### src/sv/aaec_pkg.sv
package aaec_pkg;

	typedef enum logic [2:0] {
		ACT_SAMPLE   = 3'd0,
		ACT_CAP_MIN  = 3'd1,
		ACT_CAP_MAX  = 3'd2,
		ACT_RESTART  = 3'd3,
		ACT_SNAPSHOT = 3'd4
	} action_t;

	typedef enum logic [1:0] {
		REG_RET_MIN  = 2'd0,
		REG_RET_MAX  = 2'd1,
		REG_RELEARN  = 2'd2
	} reg_idx_t;

	typedef enum logic [2:0] {
		ST_IDLE,
		ST_UPDATE,
		ST_DIV_START,
		ST_DIV,
		ST_OUT
	} state_t;

	localparam logic [15:0] SIG_MASK      = 16'h0ffe;
	localparam logic [15:0] PRESENT_LIMIT = 16'h0fc0;
	localparam logic [15:0] SAMPLE_RANGE  = 16'h1000;
	localparam logic [15:0] DEF_MIN       = 16'h0f38;
	localparam logic [15:0] DEF_MAX       = 16'h00c8;
	localparam logic [15:0] MARGIN        = 16'd40;
	localparam logic [16:0] MIN_TRAVEL    = 17'd200;
	localparam logic [15:0] SETTLE_OFFSET = 16'd240;
	localparam logic [31:0] SETTLE_MS     = 32'd2000;

	// controller -> datapath
	typedef struct packed {
		logic load_in;
		logic update;
		logic div_start;
		logic div_step;
	} dp_cmd_t;

	// datapath -> controller
	typedef struct packed {
		logic need_div;
		logic div_last;
	} dp_sts_t;

endpackage

### src/sv/analog_axis_endpoint_calibrator_unit.sv
// Channel | Dir | tdata fields (LSB first)                          | tuser
// s_axis  | in  | action[2:0] raw_sample[14:3] filtered[26:15]      | -
//         |     | automatic_mode[27] time_ms[59:28], zero to 64 bits |
// m_axis  | out | source_active[0] axis_value[8:1] snapshot_valid[9] | -
//         |     | snapshot_minimum[25:10] snapshot_maximum[41:26]    |
//         |     | snapshot_relearn[42], zero to 48 bits              |
// Sequence: accept, update, then, for a scaled byte, a setup step and the bit-serial
// quotient divider over 24 numerator bits, then output.
// Requests: one at a time; a new request is accepted only after the previous result is taken.
// Reset: arst_n clears control; endpoints load their learning defaults.
// A register write reloads endpoints on the following cycle.
// Stalls: result holds in place until m_axis_tready.
module analog_axis_endpoint_calibrator_unit import aaec_pkg::*; #(
	parameter int LEARN_SAMPLES = 10
) (
	input  logic        clk,
	input  logic        arst_n,
	input  logic        cfg_we,
	input  logic [1:0]  cfg_idx,
	input  logic [15:0] cfg_data,
	input  logic        s_axis_tvalid,
	output logic        s_axis_tready,
	input  logic [63:0] s_axis_tdata,  // action, raw_sample, filtered_signal, automatic_mode, time_ms
	output logic        m_axis_tvalid,
	input  logic        m_axis_tready,
	output logic [47:0] m_axis_tdata   // source_active, axis_value, snapshot_valid/min/max/relearn
);

	dp_cmd_t cmd;
	dp_sts_t sts;

	aaec_ctrl u_ctrl (
		.clk, .arst_n,
		.in_fire (s_axis_tvalid && s_axis_tready),
		.out_fire(m_axis_tvalid && m_axis_tready),
		.sts, .cmd,
		.in_rdy  (s_axis_tready),
		.out_vld (m_axis_tvalid)
	);

	aaec_dp #(.LEARN_SAMPLES(LEARN_SAMPLES)) u_dp (
		.clk, .arst_n, .cfg_we, .cfg_idx, .cfg_data, .cmd,
		.action         (s_axis_tdata[2:0]),
		.raw_sample     (s_axis_tdata[14:3]),
		.filtered_signal(s_axis_tdata[26:15]),
		.automatic_mode (s_axis_tdata[27]),
		.time_ms        (s_axis_tdata[59:28]),
		.sts,
		.res            (m_axis_tdata)
	);

endmodule

### src/sv/aaec_ctrl.sv
module aaec_ctrl import aaec_pkg::*; (
	input  logic    clk,
	input  logic    arst_n,
	input  logic    in_fire,
	input  logic    out_fire,
	input  dp_sts_t sts,
	output dp_cmd_t cmd,
	output logic    in_rdy,
	output logic    out_vld
);

	state_t state_q, state_nx;

	always_ff @(posedge clk or negedge arst_n) begin
		if (!arst_n) state_q <= ST_IDLE;
		else         state_q <= state_nx;
	end

	always_comb begin
		state_nx = state_q;
		case (state_q)
			ST_IDLE:      if (in_fire) state_nx = ST_UPDATE;
			ST_UPDATE:    state_nx = sts.need_div ? ST_DIV_START : ST_OUT;
			ST_DIV_START: state_nx = ST_DIV;
			ST_DIV:       if (sts.div_last) state_nx = ST_OUT;
			ST_OUT:       if (out_fire) state_nx = ST_IDLE;
			default:      state_nx = ST_IDLE;
		endcase
	end

	always_comb begin
		cmd       = '0;
		cmd.load_in = in_fire;
		in_rdy    = 1'b0;
		out_vld   = 1'b0;
		case (state_q)
			ST_IDLE:      in_rdy = 1'b1;
			ST_UPDATE:    cmd.update = 1'b1;
			ST_DIV_START: cmd.div_start = 1'b1;
			ST_DIV:       cmd.div_step = 1'b1;
			ST_OUT:       out_vld = 1'b1;
			default:      ;
		endcase
	end

endmodule

### src/sv/aaec_dp.sv
module aaec_dp import aaec_pkg::*; #(
	parameter int LEARN_SAMPLES = 10
) (
	input  logic        clk,
	input  logic        arst_n,
	input  logic        cfg_we,
	input  logic [1:0]  cfg_idx,
	input  logic [15:0] cfg_data,
	input  dp_cmd_t     cmd,
	input  logic [2:0]  action,
	input  logic [11:0] raw_sample,
	input  logic [11:0] filtered_signal,
	input  logic        automatic_mode,
	input  logic [31:0] time_ms,
	output dp_sts_t     sts,
	output logic [47:0] res
);

	localparam logic [3:0] LEARN_N = 4'(LEARN_SAMPLES);

	logic [15:0] ret_min_q, ret_max_q;
	logic        relearn_q;
	logic [15:0] min_ep_q, max_ep_q, cand_q, settle_lvl_q;
	logic [31:0] deadline_q;
	logic [3:0]  lcnt_q;
	logic        f_uninit_q, f_armed_q, f_learn_q, f_settle_q, f_minp_q, f_maxp_q, f_chg_q;

	logic [2:0]  act_q;
	logic [15:0] s_q;
	logic        active_q, autom_q;
	logic [31:0] now_q;

	// result fields
	logic        r_active_q, r_snap_q, r_relearn_q;
	logic [7:0]  r_axis_q;
	logic [15:0] r_min_q, r_max_q;
	logic        need_div_q;

	// serial divider
	logic [15:0] dvs_q;
	logic [23:0] rem_q;
	logic [23:0] num_q;
	logic [7:0]  quo_q;

	// next-state of calibration for a sample
	logic [15:0] n_min, n_max, n_cand, n_lvl;
	logic [31:0] n_dl, n_diff;
	logic [3:0]  n_cnt;
	logic        n_un, n_ar, n_le, n_se, n_mp, n_xp, n_ch;

	always_comb begin
		n_min = min_ep_q; n_max = max_ep_q; n_cand = cand_q; n_lvl = settle_lvl_q;
		n_dl = deadline_q; n_cnt = lcnt_q; n_diff = '0;
		n_un = f_uninit_q; n_ar = f_armed_q; n_le = f_learn_q; n_se = f_settle_q;
		n_mp = f_minp_q; n_xp = f_maxp_q; n_ch = f_chg_q;
		if (autom_q) begin
			if (n_le || s_q <= n_lvl) begin
				n_se = 1'b0;
			end else begin
				if (!n_se) begin
					n_dl = now_q + SETTLE_MS;
					n_se = 1'b1;
				end
				// deadline reached when the wrapped difference is not negative
				n_diff = now_q - n_dl;
				if (!n_diff[31]) begin
					n_max = s_q - MARGIN;
					n_lvl = s_q - MARGIN;
					n_se = 1'b0;
					n_un = 1'b0;
					n_ch = 1'b1;
				end
			end
		end else begin
			if (n_xp) begin
				if ({1'b0, s_q} > {1'b0, n_min} + MIN_TRAVEL) begin
					n_max = s_q - MARGIN;
					n_un = 1'b0;
				end
				n_xp = 1'b0;
			end
			if (n_mp) begin
				n_min = s_q + MARGIN;
				n_mp = 1'b0;
			end
		end
		if (n_un) begin
			if (n_le && n_cnt < LEARN_N) begin
				n_cnt = n_cnt + 4'd1;
				if (s_q < n_cand) n_cand = s_q;
				if (n_cnt == LEARN_N) begin
					n_min = n_cand + MARGIN;
					n_lvl = n_cand + SETTLE_OFFSET;
					n_le = 1'b0;
					n_cnt = 4'd0;
				end
			end
			if (!(s_q <= n_max || {1'b0, s_q} <= {1'b0, n_min} + MIN_TRAVEL)) begin
				if (autom_q) begin
					if (n_ar) begin
						n_ar = 1'b0;
						n_max = s_q;
					end
				end else begin
					n_ar = 1'b1;
					n_max = s_q;
				end
			end
		end
	end

	logic [15:0] sig;
	logic        start_learn;
	logic        cfg_we_d_q;
	assign sig = {4'd0, ~raw_sample} & SIG_MASK;

	always_ff @(posedge clk) begin
		if (cmd.load_in) begin
			act_q    <= action;
			s_q      <= SAMPLE_RANGE - {4'd0, filtered_signal};
			active_q <= (sig <= PRESENT_LIMIT);
			autom_q  <= automatic_mode;
			now_q    <= time_ms;
		end
	end

	assign start_learn = relearn_q || ret_min_q >= ret_max_q;

	always_ff @(posedge clk or negedge arst_n) begin
		if (!arst_n) begin
			cfg_we_d_q <= 1'b0;
		end else begin
			cfg_we_d_q <= cfg_we && cfg_idx <= REG_RELEARN;
		end
	end

	always_ff @(posedge clk or negedge arst_n) begin
		if (!arst_n) begin
			ret_min_q <= DEF_MIN; ret_max_q <= DEF_MAX; relearn_q <= 1'b1;
		end else if (cfg_we) begin
			case (cfg_idx)
				REG_RET_MIN: ret_min_q <= cfg_data;
				REG_RET_MAX: ret_max_q <= cfg_data;
				REG_RELEARN: relearn_q <= cfg_data[0];
				default:     ;
			endcase
		end
	end

	always_ff @(posedge clk or negedge arst_n) begin
		if (!arst_n) begin
			min_ep_q <= DEF_MIN; max_ep_q <= DEF_MAX; cand_q <= DEF_MIN;
			settle_lvl_q <= '0; deadline_q <= '0; lcnt_q <= '0;
			f_uninit_q <= 1'b1; f_armed_q <= 1'b1; f_learn_q <= 1'b1; f_settle_q <= 1'b0;
			f_minp_q <= 1'b0; f_maxp_q <= 1'b0; f_chg_q <= 1'b1;
		end else if (cfg_we_d_q) begin
			// start load follows any register write, using the new values next cycle
			min_ep_q <= start_learn ? DEF_MIN : ret_min_q;
			max_ep_q <= start_learn ? DEF_MAX : ret_max_q;
			cand_q <= start_learn ? DEF_MIN : 16'd0;
			settle_lvl_q <= '0; deadline_q <= '0; lcnt_q <= '0;
			f_uninit_q <= start_learn; f_armed_q <= start_learn; f_learn_q <= start_learn;
			f_settle_q <= 1'b0; f_minp_q <= 1'b0; f_maxp_q <= 1'b0; f_chg_q <= start_learn;
		end else if (cmd.update) begin
			case (act_q)
				ACT_SAMPLE: if (active_q) begin
					min_ep_q <= n_min; max_ep_q <= n_max; cand_q <= n_cand;
					settle_lvl_q <= n_lvl; deadline_q <= n_dl; lcnt_q <= n_cnt;
					f_uninit_q <= n_un; f_armed_q <= n_ar; f_learn_q <= n_le;
					f_settle_q <= n_se; f_minp_q <= n_mp; f_maxp_q <= n_xp; f_chg_q <= n_ch;
				end
				ACT_CAP_MIN: begin f_minp_q <= 1'b1; f_chg_q <= 1'b1; end
				ACT_CAP_MAX: begin f_maxp_q <= 1'b1; f_chg_q <= 1'b1; end
				ACT_RESTART: begin
					cand_q <= DEF_MIN; min_ep_q <= DEF_MIN; max_ep_q <= DEF_MAX;
					deadline_q <= '0; lcnt_q <= '0;
					f_uninit_q <= 1'b1; f_armed_q <= 1'b1; f_learn_q <= 1'b1;
					f_settle_q <= 1'b0; f_minp_q <= 1'b0; f_maxp_q <= 1'b0; f_chg_q <= 1'b1;
				end
				ACT_SNAPSHOT: f_chg_q <= 1'b0;
				default: ;
			endcase
		end
	end

	// results and scaling setup, from post-update state
	always_ff @(posedge clk) begin
		if (cmd.update) begin
			r_active_q <= 1'b0; r_axis_q <= '0; r_snap_q <= 1'b0;
			r_min_q <= '0; r_max_q <= '0; r_relearn_q <= 1'b0; need_div_q <= 1'b0;
			case (act_q)
				ACT_SAMPLE: if (active_q) begin
					r_active_q <= 1'b1;
					if (s_q <= n_min || n_max <= n_min) r_axis_q <= '0;
					else if (s_q >= n_max) r_axis_q <= 8'd255;
					else begin
						need_div_q <= 1'b1;
						num_q <= {({8'd0, s_q - n_min} << 8) - {8'd0, s_q - n_min}};
						dvs_q <= n_max - n_min;
					end
				end
				ACT_SNAPSHOT: if (f_chg_q) begin
					r_snap_q <= 1'b1; r_min_q <= min_ep_q; r_max_q <= max_ep_q;
					r_relearn_q <= autom_q;
				end
				default: ;
			endcase
		end else if (cmd.div_start) begin
			rem_q <= '0; quo_q <= '0;
		end else if (cmd.div_step) begin
			// quotient < 256: restoring division, one bit per cycle over 24 numerator bits
			if ({rem_q[22:0], num_q[23]} >= {8'd0, dvs_q}) begin
				rem_q <= {rem_q[22:0], num_q[23]} - {8'd0, dvs_q};
				quo_q <= {quo_q[6:0], 1'b1};
			end else begin
				rem_q <= {rem_q[22:0], num_q[23]};
				quo_q <= {quo_q[6:0], 1'b0};
			end
			num_q <= {num_q[22:0], 1'b0};
		end
	end

	// last step count: 24 bits at one per cycle needs a 5-bit counter
	logic [4:0] dstep_q;
	always_ff @(posedge clk) begin
		if (cmd.div_start) dstep_q <= '0;
		else if (cmd.div_step) dstep_q <= dstep_q + 5'd1;
	end

	// decided from the update-cycle values, ahead of need_div_q
	assign sts.need_div = (act_q == ACT_SAMPLE) && active_q && (s_q > n_min)
		&& (n_max > n_min) && (s_q < n_max);
	assign sts.div_last = cmd.div_step && dstep_q == 5'd23;

	assign res = {5'd0, r_relearn_q, r_max_q, r_min_q, r_snap_q,
		(need_div_q ? quo_q : r_axis_q), r_active_q};

endmodule

### config.mk
export PLATFORM = sky130hd
export DESIGN_NAME = analog_axis_endpoint_calibrator_unit
export DESIGN_NICKNAME = d
export VERILOG_FILES = /design/src/sv/aaec_pkg.sv /design/src/sv/analog_axis_endpoint_calibrator_unit.sv /design/src/sv/aaec_ctrl.sv /design/src/sv/aaec_dp.sv
export SDC_FILE = /design/constraint.sdc
export NUM_CORES = 1
export LEC_CHECK = 0
export BUFFER_PORTS_ARGS = -buffer_cell sky130_fd_sc_hd__buf_2
export CORE_MARGIN = 3
export CORE_UTILIZATION = 29
export DETAILED_ROUTE_END_ITERATION = 6
export MAX_ROUTING_LAYER = met4
export SETUP_SLACK_MARGIN = 0.05
export SYNTH_ARGS = -nofsm -noshare
export SYNTH_HDL_FRONTEND = slang
export SYNTH_HIERARCHICAL = 1
export SYNTH_SLANG_ARGS = --single-unit
### constraint.sdc
create_clock -name clk -period 11.8 [get_ports clk]
set_input_delay 0 -clock clk [delete_from_list [all_inputs] [get_ports clk]]
set_output_delay 0 -clock clk [all_outputs]
set_load 0.02 [all_outputs]
After elaboration in Yosys (flattened, before gate mapping) --
Index checks and enable logic that the tools add are counted.
Word-level totals: flip-flop bits (word level) 317, latch bits 0, RAM bits 0, ROM bits 0, bits of input ports 87, output and inout port bits 50, word-level logic and storage cells 278, memories kept 0
Cells by class: add/sub/neg operators 15, multipliers 0, div/mod/pow operators 0, $lt $le $gt $ge 16, equality and inequality tests 29, shift-type cells 0, mux-type cells 132, bitwise gates (word level) 6, reductions and logical operators 45
Operators by type and width (number):
- $mux 16 | 41
- $mux 32 | 8
- $mux 24 | 7
- $pmux 16 s2 | 3
- $le 16x16->1 | 4
- $pmux 32 s2 | 1
- $mux 1 | 47
- $mux 23 | 2
- $add 16x8->17 const B | 2
- $add 16x6->16 const B | 2
- $add 32x11->32 const B | 1
- $ge 16x16->1 | 2
- $gt 16x16->1 | 2
- $lt 16x16->1 | 2
- $sub 16x16->16 | 2
- $sub 32x32->32 | 1
- $ge 24x16->1 | 1
- $mux 4 | 6
- $mux 8 | 3
- $sub 24x16->24 | 1
- $sub 23x16->23 | 1
- $reduce_and 5->1 | 4
- $reduce_and 6->1 | 3
- $gt 16x17->1 | 1
- other kinds (40) | 96

Depth between registers and ports, before layout --
Gate-level depths: netlist of run 1.
depth after elaboration 24, mapped depth 52, mapped depth without buffers 47

Hierarchy --
Netlist of run 1, hierarchy kept.
Modules (own cells, without submodules):
- aaec_dp | times used 1, cells each 2262, area an instance 21110.2 µm², sequential area each 8413.1 µm²
- aaec_ctrl | times used 1, cells each 19, area an instance 191.4 µm², sequential area each 75.1 µm²
- analog_axis_endpoint_calibrator_unit | times used 1, cells each 2, area an instance 12.5 µm², sequential area each 0.0 µm²

Worst setup path before layout of run 1 --
OpenSTA, ideal clock, no wires.
path type reg-to-reg, start register u_dp.now_q[9], end register u_dp.num_q[0], enable pin, setup time 0.361 ns, arrival 10.020 ns, required time 11.439 ns, setup slack 1.420 ns, cell stages (with the launch flop) 51, path buffers 5, period minus slack after synthesis 10.380 ns, path through edfxtp_1 -> or4_1 -> or3_1 -> nand3_1 -> nor2_1 -> and4_1 -> and3_1 -> and2_1 -> nand2_1 -> xor2_1 -> nor2_1 -> a21oi_1 -> ha_1 -> a21oi_1 -> o21ai_0 -> a21oi_1 -> o221ai_1 -> a221oi_1 -> (+15 left out) -> buf_6 -> buf_4 -> nor2_1 -> a21oi_1 -> fa_1 -> a21o_1 -> a21oi_1 -> o21bai_1 -> a21oi_1 -> o21bai_1 -> a21oi_1 -> o21bai_1 -> a2111oi_0 -> o31ai_1 -> a31oi_1 -> a211oi_2 -> and2b_1 -> a22o_1
Between the ends: longest elaborated chain between the ends 16, elaborated cells on any way between the ends 25, classes of those cells add/sub (2); order compare (4); eq/ne (2); mux (14); reduce/logical (3)
RTL lines:
- start: declaration | RTL line aaec_dp.sv:31 | logic [31:0] now_q;
- start signal: assignment | RTL line aaec_dp.sv:123 | now_q <= time_ms;
- $add 32x11->32 | RTL line aaec_dp.sv:61 | n_dl = now_q + SETTLE_MS;
- $mux 32 | RTL line aaec_dp.sv:60 | if (!n_se) begin
- $mux 32 | RTL line aaec_dp.sv:57 | if (n_le || s_q <= n_lvl) begin
- $mux 32 | RTL line aaec_dp.sv:56 | if (autom_q) begin
- $sub 32x32->32 (*) | RTL line aaec_dp.sv:65 | n_diff = now_q - n_dl;
- $mux 16 | RTL line aaec_dp.sv:66 | if (!n_diff[31]) begin
- $mux 16 | RTL line aaec_dp.sv:57
- $mux 16 | RTL line aaec_dp.sv:56
- $le 16x16->1 or $mux 16 (tied branches) | RTL line aaec_dp.sv:98, aaec_dp.sv:100
- $logic_or 1x1->1 or $mux 16 (tied branches) | RTL line aaec_dp.sv:98, aaec_dp.sv:99
- $mux 16 | RTL line aaec_dp.sv:98 | if (!(s_q <= n_max || {1'b0, s_q} <= {1'b0, n_min} + MIN_TRAVEL)) begin
- $mux 16 | RTL line aaec_dp.sv:87 | if (n_un) begin
- $le 16x16->1 | RTL line aaec_dp.sv:194 | if (s_q <= n_min || n_max <= n_min) r_axis_q <= '0;
- $logic_or 1x1->1 | RTL line aaec_dp.sv:194
- $ne 2x2->1 (no line)
- $reduce_and 6->1 (no line) (*)
- end signal: assignment | RTL line aaec_dp.sv:198 | num_q <= {({8'd0, s_q - n_min} << 8) - {8'd0, s_q - n_min}};
- end signal: assignment | RTL line aaec_dp.sv:219 | num_q <= {num_q[22:0], 1'b0};
- end: declaration | RTL line aaec_dp.sv:42 | logic [23:0] num_q;
Every way passes the cells marked *; elsewhere a longest branch is shown, timed or not. The select of a mux whose other input is x is not followed. A chain may end at the register's enable or synchronous reset.

Worst setup path in the final report of run 1 --
start register u_dp.now_q[8], end register u_dp.num_q[7], enable pin
Same word-level chain as after synthesis.

==> flow_metrics.env, run 1 <==
export IMPL_outcome="finished with violations"
export IMPL_violations="DRC"
export IMPL_crit_path_frequent_cell="a21oi_1"
export IMPL_dp_cells=3310
export IMPL_nNetsFinal=2758
export IMPL_grt_usage=0.167
export IMPL_grt_pass1_wl_um=99800
export IMPL_start_util=0.296
export IMPL_stdcell_count=3467
export IMPL_vias=17700
export IMPL_clk_latency_ps=570
export IMPL_crit_required_ps=12060
export IMPL_io_pins=137
export IMPL_synth_area_um2=21300
export IMPL_die_h_um=277
export IMPL_grt_pass1_vias=17400
export IMPL_cp_end_kind="flop"
export IMPL_max_vdd_ir_drop_mv=0.195
export IMPL_slew_headroom=0.328
export IMPL_core_um2=72100
export IMPL_powerDensity_nw_per_um2=269
export IMPL_fin_crit_sh=0.924
export IMPL_yosysSeqAreaShare=0.398
export IMPL_fmax_ghz=0.0918
export IMPL_min_period_ps=10900
export IMPL_clk_pin_slew_ps=60
export IMPL_wirelength_um=62800
export IMPL_netlist_instances=2283
export IMPL_row_count=98
export IMPL_max_stage_delay_ps=620
export IMPL_sw_frac_of_total=0.458
export IMPL_seqPwrFrac=0.257
export IMPL_cts_tree="yes"
export IMPL_p_total_mw=6.78
export IMPL_ant_nets=0
export IMPL_die_w_um=277
export IMPL_syn_avg_cell_area_um2=9.34
export IMPL_synth_cell_types=85
export IMPL_cts_root_buf="clkbuf_16"
export IMPL_rsz0062_at_grt="no"
export IMPL_ys_async_sr_fraction=0.469
export IMPL_setup_tns_ps=0
export IMPL_drv_cap=0
export IMPL_timing_hold_violations_final=0
export IMPL_cts_buffers=37
export IMPL_comb_power_share=0.581
export IMPL_arrival_ps=11160
export IMPL_yosysWarnings=6
export IMPL_drt_iter0_markers=1381
export IMPL_setup_violations=0
export IMPL_synth_seq_cells=307
export IMPL_hpwl_um=46300
export IMPL_path_max_fanout=24
export IMPL_clock_sinks=307
export IMPL_syn_to_final_growth_pct=18.1
export IMPL_clk_path_buf_depth=3
export IMPL_crit_path_top_delay_cell="or4_1"
export IMPL_skew_ps=35.1
export IMPL_numPortBuffers=126
export IMPL_firstDrtPassIters=7
export IMPL_globalRouteOverflowTotal=0
export IMPL_p_clk_frac=0.162
export IMPL_post_route_drc_count=1
export IMPL_route_detailed_wl_per_inst_um=18.1
export IMPL_antenna_found_initial=7
export IMPL_final_cell_mix="nand2_1, ha_1, a21oi_1, nor2_1, o21ai_0"
export IMPL_p_int_mw=3.67
export IMPL_tightest_slew_ps=980
export IMPL_htreeDepth=2
export IMPL_cp_start_kind="flop"
export IMPL_synth_edf_count=158
export IMPL_routabilityCongestion=0.938
export IMPL_final_layout_size_suffix_gt1_frac=0.146
export IMPL_grt_max_degree=75
export IMPL_crit_type="flop to flop"
export IMPL_routed_via_density=5.10
export IMPL_ys_flop_type="edfxtp_1"
export IMPL_min_path_type="input port to async pin"
export IMPL_die_area_um2=76800
export IMPL_p_switching_mw=3.10
export IMPL_slew_violations=0
export IMPL_leakage_nw=10.6
export IMPL_mostFrequentLayoutCell="nand2_1"
## layer usage
metal | track usage | share of wire
met3 | 0.0347 | 0.074
met4 | 0.0446 | 0.024
met1 | 0.226 | 0.47
met2 | 0.253 | 0.43
met5 | - | 0
## metrics by stage
stage	instance area [um^2]	hold WS [ps]	worst slack [ps]	utilization
final	25200	52.0	902	0.349
after global routing	25200	101	152	0.349
after CTS	25100	82.5	383	0.349
after detailed placement	23200	92.5	459	0.321
after global placement	23200	91.2	595	0.321
after floorplan	21300	-296	1420	-
## worst max-delay path, delay by kind of cell, from the launching register on
kind / cells / cell delay (ps)
AOI/OAI and AO/OA: 22 / 4480
xor gates and xnor gates: 1 / 140
adders and majority gates: 3 / 960
buffers and inverters: 5 / 860
DFF: 1 / 440
muxes: 4 / 1030
and+or+nand+nor: 12 / 2650
## power groups by stage
stage	clock network, mW	logic, mW	registers [mW]
finish	1.10	3.94	1.74
detailed placement	0	3.83	1.75
CTS	1.13	3.88	1.74
global placement	0	3.80	1.76
floorplan	0	2.88	1.65
global route	1.17	4.40	1.77
## synth_stat cells (8+ instances only)
cell type	n	area [um^2]
mux2_2	58	653
nand4_1	36	225
o21ai_0	159	796
nor2b_1	34	213
o211ai_1	17	128
dfstp_2	32	841
nor4_1	20	125
or4_1	10	75.1
buf_4	11	82.6
dfrtp_1	112	2800
a21o_1	50	375
clkbuf_1	81	304
and2_1	45	282
mux2i_1	41	410
a21oi_1	178	891
nand2b_1	20	125
xnor2_1	74	648
o31ai_1	30	225
o21bai_1	10	75.1
o21a_1	17	128
a22o_1	10	87.6
or2_2	8	50.1
and3_1	15	93.8
nor3_1	32	160
xor2_1	48	420
a211oi_1	15	113
nor2_1	160	601
nand2_1	230	863
ha_1	186	2330
or3_1	36	225
a21boi_0	15	113
edfxtp_1	158	4740
nand3_1	41	205
a22oi_1	14	105
inv_1	148	556
## repair_timing
| action | CTS | global route |
|---|---|---|
| hold buffers | 83 | 0 |
| setup buffers | 0 | 0 |
| setup endpoints to repair | 0 | 40 |
| resized for setup | 0 | 6 |
| hold endpoints to repair | 155 | 0 |
## area by class of cell
cell class,count,area [um^2]
fillers,7425,46900
repair buffers,255,1810
clock inverters,14,95.1
clock buffers,54,1050
inverters,151,567
flip-flops and latches,307,8490
well taps,950,1190
multi-input cells,1730,11900
diodes,6,15.0
## logic make-up after synthesis
family | after synthesis | synth area share
other cells | 1 | 0.000176
buf+inv | 250 | 0.0464
xor+xnor | 122 | 0.0501
flops | 307 | 0.398
compound gates | 596 | 0.176
simple gates | 717 | 0.165
fa+ha+maj | 189 | 0.112
mux | 101 | 0.0520
## flip-flops by register name, summed over array words and instances, names as in the netlist, 3 cells and up
| signal | flops |
|---|---|
| u_dp/deadline_q | 32 |
| u_dp/now_q | 32 |
| u_dp/num_q | 24 |
| u_dp/rem_q | 23 |
| u_dp/cand_q | 16 |
| u_dp/dvs_q | 16 |
| u_dp/max_ep_q | 16 |
| u_dp/min_ep_q | 16 |
| u_dp/r_max_q | 16 |
| u_dp/r_min_q | 16 |
| u_dp/ret_max_q | 16 |
| u_dp/ret_min_q | 16 |
| u_dp/settle_lvl_q | 16 |
| u_dp/s_q | 13 |
| u_dp/quo_q | 8 |
| u_dp/dstep_q | 5 |
| u_dp/lcnt_q | 4 |
| u_ctrl/state_q | 3 |
| u_dp/act_q | 3 |
## worst paths after layout
kind	from	endpoint	slack (ps)	cells past startpoint
worst max-delay path	u_dp/now_q[8]$_DFFE_PP_	u_dp/num_q[7]$_DFFE_PP_	900	47
worst min-delay path	arst_n	u_ctrl/state_q[0]$_DFFE_PN0P_	50	2
worst max register to register	u_dp/now_q[8]$_DFFE_PP_	u_dp/num_q[7]$_DFFE_PP_	900	47
worst min register to register	u_dp/settle_lvl_q[14]$_DFFE_PN0P_	u_dp/settle_lvl_q[14]$_DFFE_PN0P_	470	2
max in group asynchronous	arst_n	u_dp/cfg_we_d_q$_DFF_PN0_	10280	3
min in group clk	s_axis_tdata[39]	u_dp/now_q[11]$_DFFE_PP_	130	2
Power figures use the tool's default switching activity.
==> inputs of run 2 (changes only) <==
Settings changed: SYNTH_HIERARCHICAL 1 to unset.
Clock period 11.8 ns to 13.65 ns, I/O delays scaled along.
==> run 2 against run 1 <==
Compared with the run above: the run now ends clean; register-to-register slack better by 1300 ps; die area down 1.5%; via count down 1.9%; sequential power down 16%; cell area down 1.4%; clock-buffer cell count down 4; synthesized cell count down 2.1%; setup slack better by 1300 ps; first-iteration DRC count down 15%; sequential share of layout area up 0.47 points; critical endpoint is now u_dp.dvs_q[10]$_DFFE_PP_; largest power group unchanged.
==> flow_metrics.env, run 2 <==
export IMPL_clk_path_buf_depth=3
export IMPL_filler_cell_count=7320
export IMPL_synth_top_area_cell="edfxtp_1"
export IMPL_cts_tree="yes"
export IMPL_place_ws_ps=2310
export IMPL_cts_root_buf="clkbuf_16"
export IMPL_fin_hold_ws_ps=42.8
export IMPL_routabilityCongestion=0.922
export IMPL_yosysMostFrequentCell="nor2_1"
export IMPL_design_area_um2=24800
export IMPL_clock_sinks=307
export IMPL_syn_avg_cell_area_um2=9.40
export IMPL_grt_pass1_wl_um=95600
export IMPL_clk_pin_slew_ps=60
export IMPL_final_layout_size_suffix_gt1_frac=0.140
export IMPL_ys_async_sr_fraction=0.469
export IMPL_final_cell_mix="nor2_1, nand2_1, ha_1, a21oi_1, edfxtp_1"
export IMPL_post_route_drc_count=0
export IMPL_synth_area_um2=21000
export IMPL_slew_headroom=0.176
export IMPL_start_util=0.293
export IMPL_die_h_um=275
export IMPL_routed_via_density=5.08
export IMPL_mostFrequentLayoutCell="nor2_1"
export IMPL_cp_end_kind="flop"
export IMPL_die_w_um=275
export IMPL_fin_crit_sh=0.839
export IMPL_ant_nets=0
export IMPL_route_detailed_wl_per_inst_um=17.9
export IMPL_die_area_um2=75600
export IMPL_max_stage_delay_ps=930
export IMPL_crit_required_ps=13810
export IMPL_setup_ws_ps=2190
export IMPL_vias=17300
export IMPL_yosysSeqAreaShare=0.404
export IMPL_synth_area_top_cells="edfxtp_1, dfrtp_1, ha_1"
export IMPL_hpwl_um=44100
export IMPL_synth_top_area_share=0.226
export IMPL_dpl_cell_area_um2=22700
export IMPL_antenna_found_initial=1
export IMPL_setup_tns_ps=0
export IMPL_synth_common_cells="nor2_1, nand2_1, ha_1"
export IMPL_largestRegisters="u_dp.deadline_q x32, u_dp.now_q x32, u_dp.num_q x24"
export IMPL_synth_cell_types=95
export IMPL_setup_violations=0
export IMPL_grt_usage=0.165
export IMPL_htreeDepth=2
export IMPL_reg2reg_slack_ps=2190
export IMPL_clk_latency_ps=570
export IMPL_drv_cap=0
export IMPL_nNetsFinal=2711
export IMPL_crit_path_top_delay_cell="nor2_1"
export IMPL_grt_pass1_vias=16900
export IMPL_io_pins=137
export IMPL_core_um2=71600
export IMPL_cts_buffers=36
export IMPL_tightest_slew_ps=1230
export IMPL_arrival_ps=11620
export IMPL_cp_start_kind="flop"
export IMPL_grt_max_degree=78
export IMPL_min_path_type="input port to async pin"
export IMPL_p_total_mw=5.65
export IMPL_outcome="complete, no violations"
export IMPL_globalRouteOverflowTotal=0
export IMPL_ys_flop_type="edfxtp_1"
export IMPL_timing_hold_violations_final=0
export IMPL_netlist_instances=2234
export IMPL_wirelength_um=61300
export IMPL_synth_edf_count=158
export IMPL_path_max_fanout=21
export IMPL_fmax_ghz=0.0873
export IMPL_leakage_nw=10.4
export IMPL_max_vdd_ir_drop_mv=0.130
export IMPL_drt_iter0_markers=1170
export IMPL_min_period_ps=11460
export IMPL_skew_ps=28.2
export IMPL_syn_to_final_growth_pct=18.2
export IMPL_powerDensity_nw_per_um2=228
export IMPL_yosysWarnings=0
export IMPL_slew_violations=0
export IMPL_firstDrtPassIters=6
export IMPL_rsz0062_at_grt="no"
export IMPL_crit_type="flop to flop"
export IMPL_post_cts_buffers=0
export IMPL_row_count=98
export IMPL_numPortBuffers=126
export IMPL_synth_seq_cells=307
## run 2: changes by cell type in the layout (fill, tap and decap cells not counted), moves of 10 or more
| cell | previous run | this run |
|---|---|---|
| a21o_1 | 50 | 33 |
| buf_4 | 46 | 36 |
| nand2_1 | 230 | 190 |
| nor2_1 | 159 | 197 |
| nor3_1 | 32 | 52 |
| o31ai_1 | 30 | 13 |
| or3_1 | 36 | 19 |
| xor2_1 | 48 | 61 |
## run 2: final cells by class
| type | count | area (um^2) | area share |
|---|---|---|---|
| Multi-Input combinational cell | 1704 | 11600 | 0.469 |
| Clock inverter | 16 | 200 | 0.00807 |
| Sequential cell | 307 | 8490 | 0.342 |
| Inverter | 141 | 529 | 0.0213 |
| Clock buffer | 50 | 1050 | 0.0421 |
| Antenna cell | 1 | 2.50 | 0.000101 |
| Tap cell | 950 | 1190 | 0.0479 |
| Timing Repair Buffer | 244 | 1730 | 0.0696 |
## run 2: cell families (layout without fill, tap and decap cells)
kind of cell | after synthesis | count (layout) | synth area share
other | 1 | 6 | 0.000179
XOR/XNOR | 137 | 137 | 0.0572
multiplexers | 94 | 94 | 0.0502
buffers and inverters | 227 | 451 | 0.0433
AO/OA/AOI/OAI | 557 | 557 | 0.163
AND/OR/NAND/NOR | 721 | 721 | 0.168
flip-flops | 307 | 307 | 0.404
adder cells (fa/ha/maj) | 190 | 190 | 0.114
## run 2: where the power goes
group | internal, mW | switching [mW]
logic | 1.26 | 1.91
registers | 1.25 | 0.222
clock network | 0.601 | 0.407
total | 3.11 | 2.54
## run 2: path summary, 6_finish.rpt
check	start	end	cells past startpoint
max	u_dp.now_q[4]$_DFFE_PP_	u_dp.dvs_q[10]$_DFFE_PP_	45
min	arst_n	u_dp.deadline_q[22]$_DFFE_PN0P_	2
max reg2reg	u_dp.now_q[4]$_DFFE_PP_	u_dp.dvs_q[10]$_DFFE_PP_	45
min reg2reg	u_dp.deadline_q[4]$_DFFE_PN0P_	u_dp.deadline_q[4]$_DFFE_PN0P_	2
max in group asynchronous	arst_n	u_dp.ret_max_q[11]$_DFFE_PN0P_	3
min in group clk	s_axis_tdata[56]	u_dp.now_q[28]$_DFFE_PP_	2
## run 2: worst max-delay path, delay by kind of cell, from the launching register on
kind | cells | cell delay [ps]
AND/OR/NAND/NOR | 19 | 5530
AO/OA/AOI/OAI | 16 | 2400
adder cells (fa/ha/maj) | 5 | 1260
multiplexers | 2 | 690
flip-flops | 1 | 440
buffers and inverters | 2 | 400
XOR/XNOR | 1 | 360
## run 2: layer usage
metal | vias up | GRT usage | part of all wire
met1 | 8291 | 0.209 | 0.44
met3 | 98 | 0.0266 | 0.057
li1 | 8479 | - | -
met2 | 479 | 0.273 | 0.48
met4 | 0 | 0.0425 | 0.025
met5 | - | - | 0
## run 2: what timing repair did
action,CTS,global route
endpoints found under the hold margin,153,0
resized for setup,0,0
hold buffers,82,0
## run 2: per-stage QoR
step / cells / utilization
global placement: 3264 / 0.318
detailed placement: 3264 / 0.318
finish: 3413 / 0.347
global route: 3413 / 0.347
CTS: 3412 / 0.347
floorplan: 2238 / -
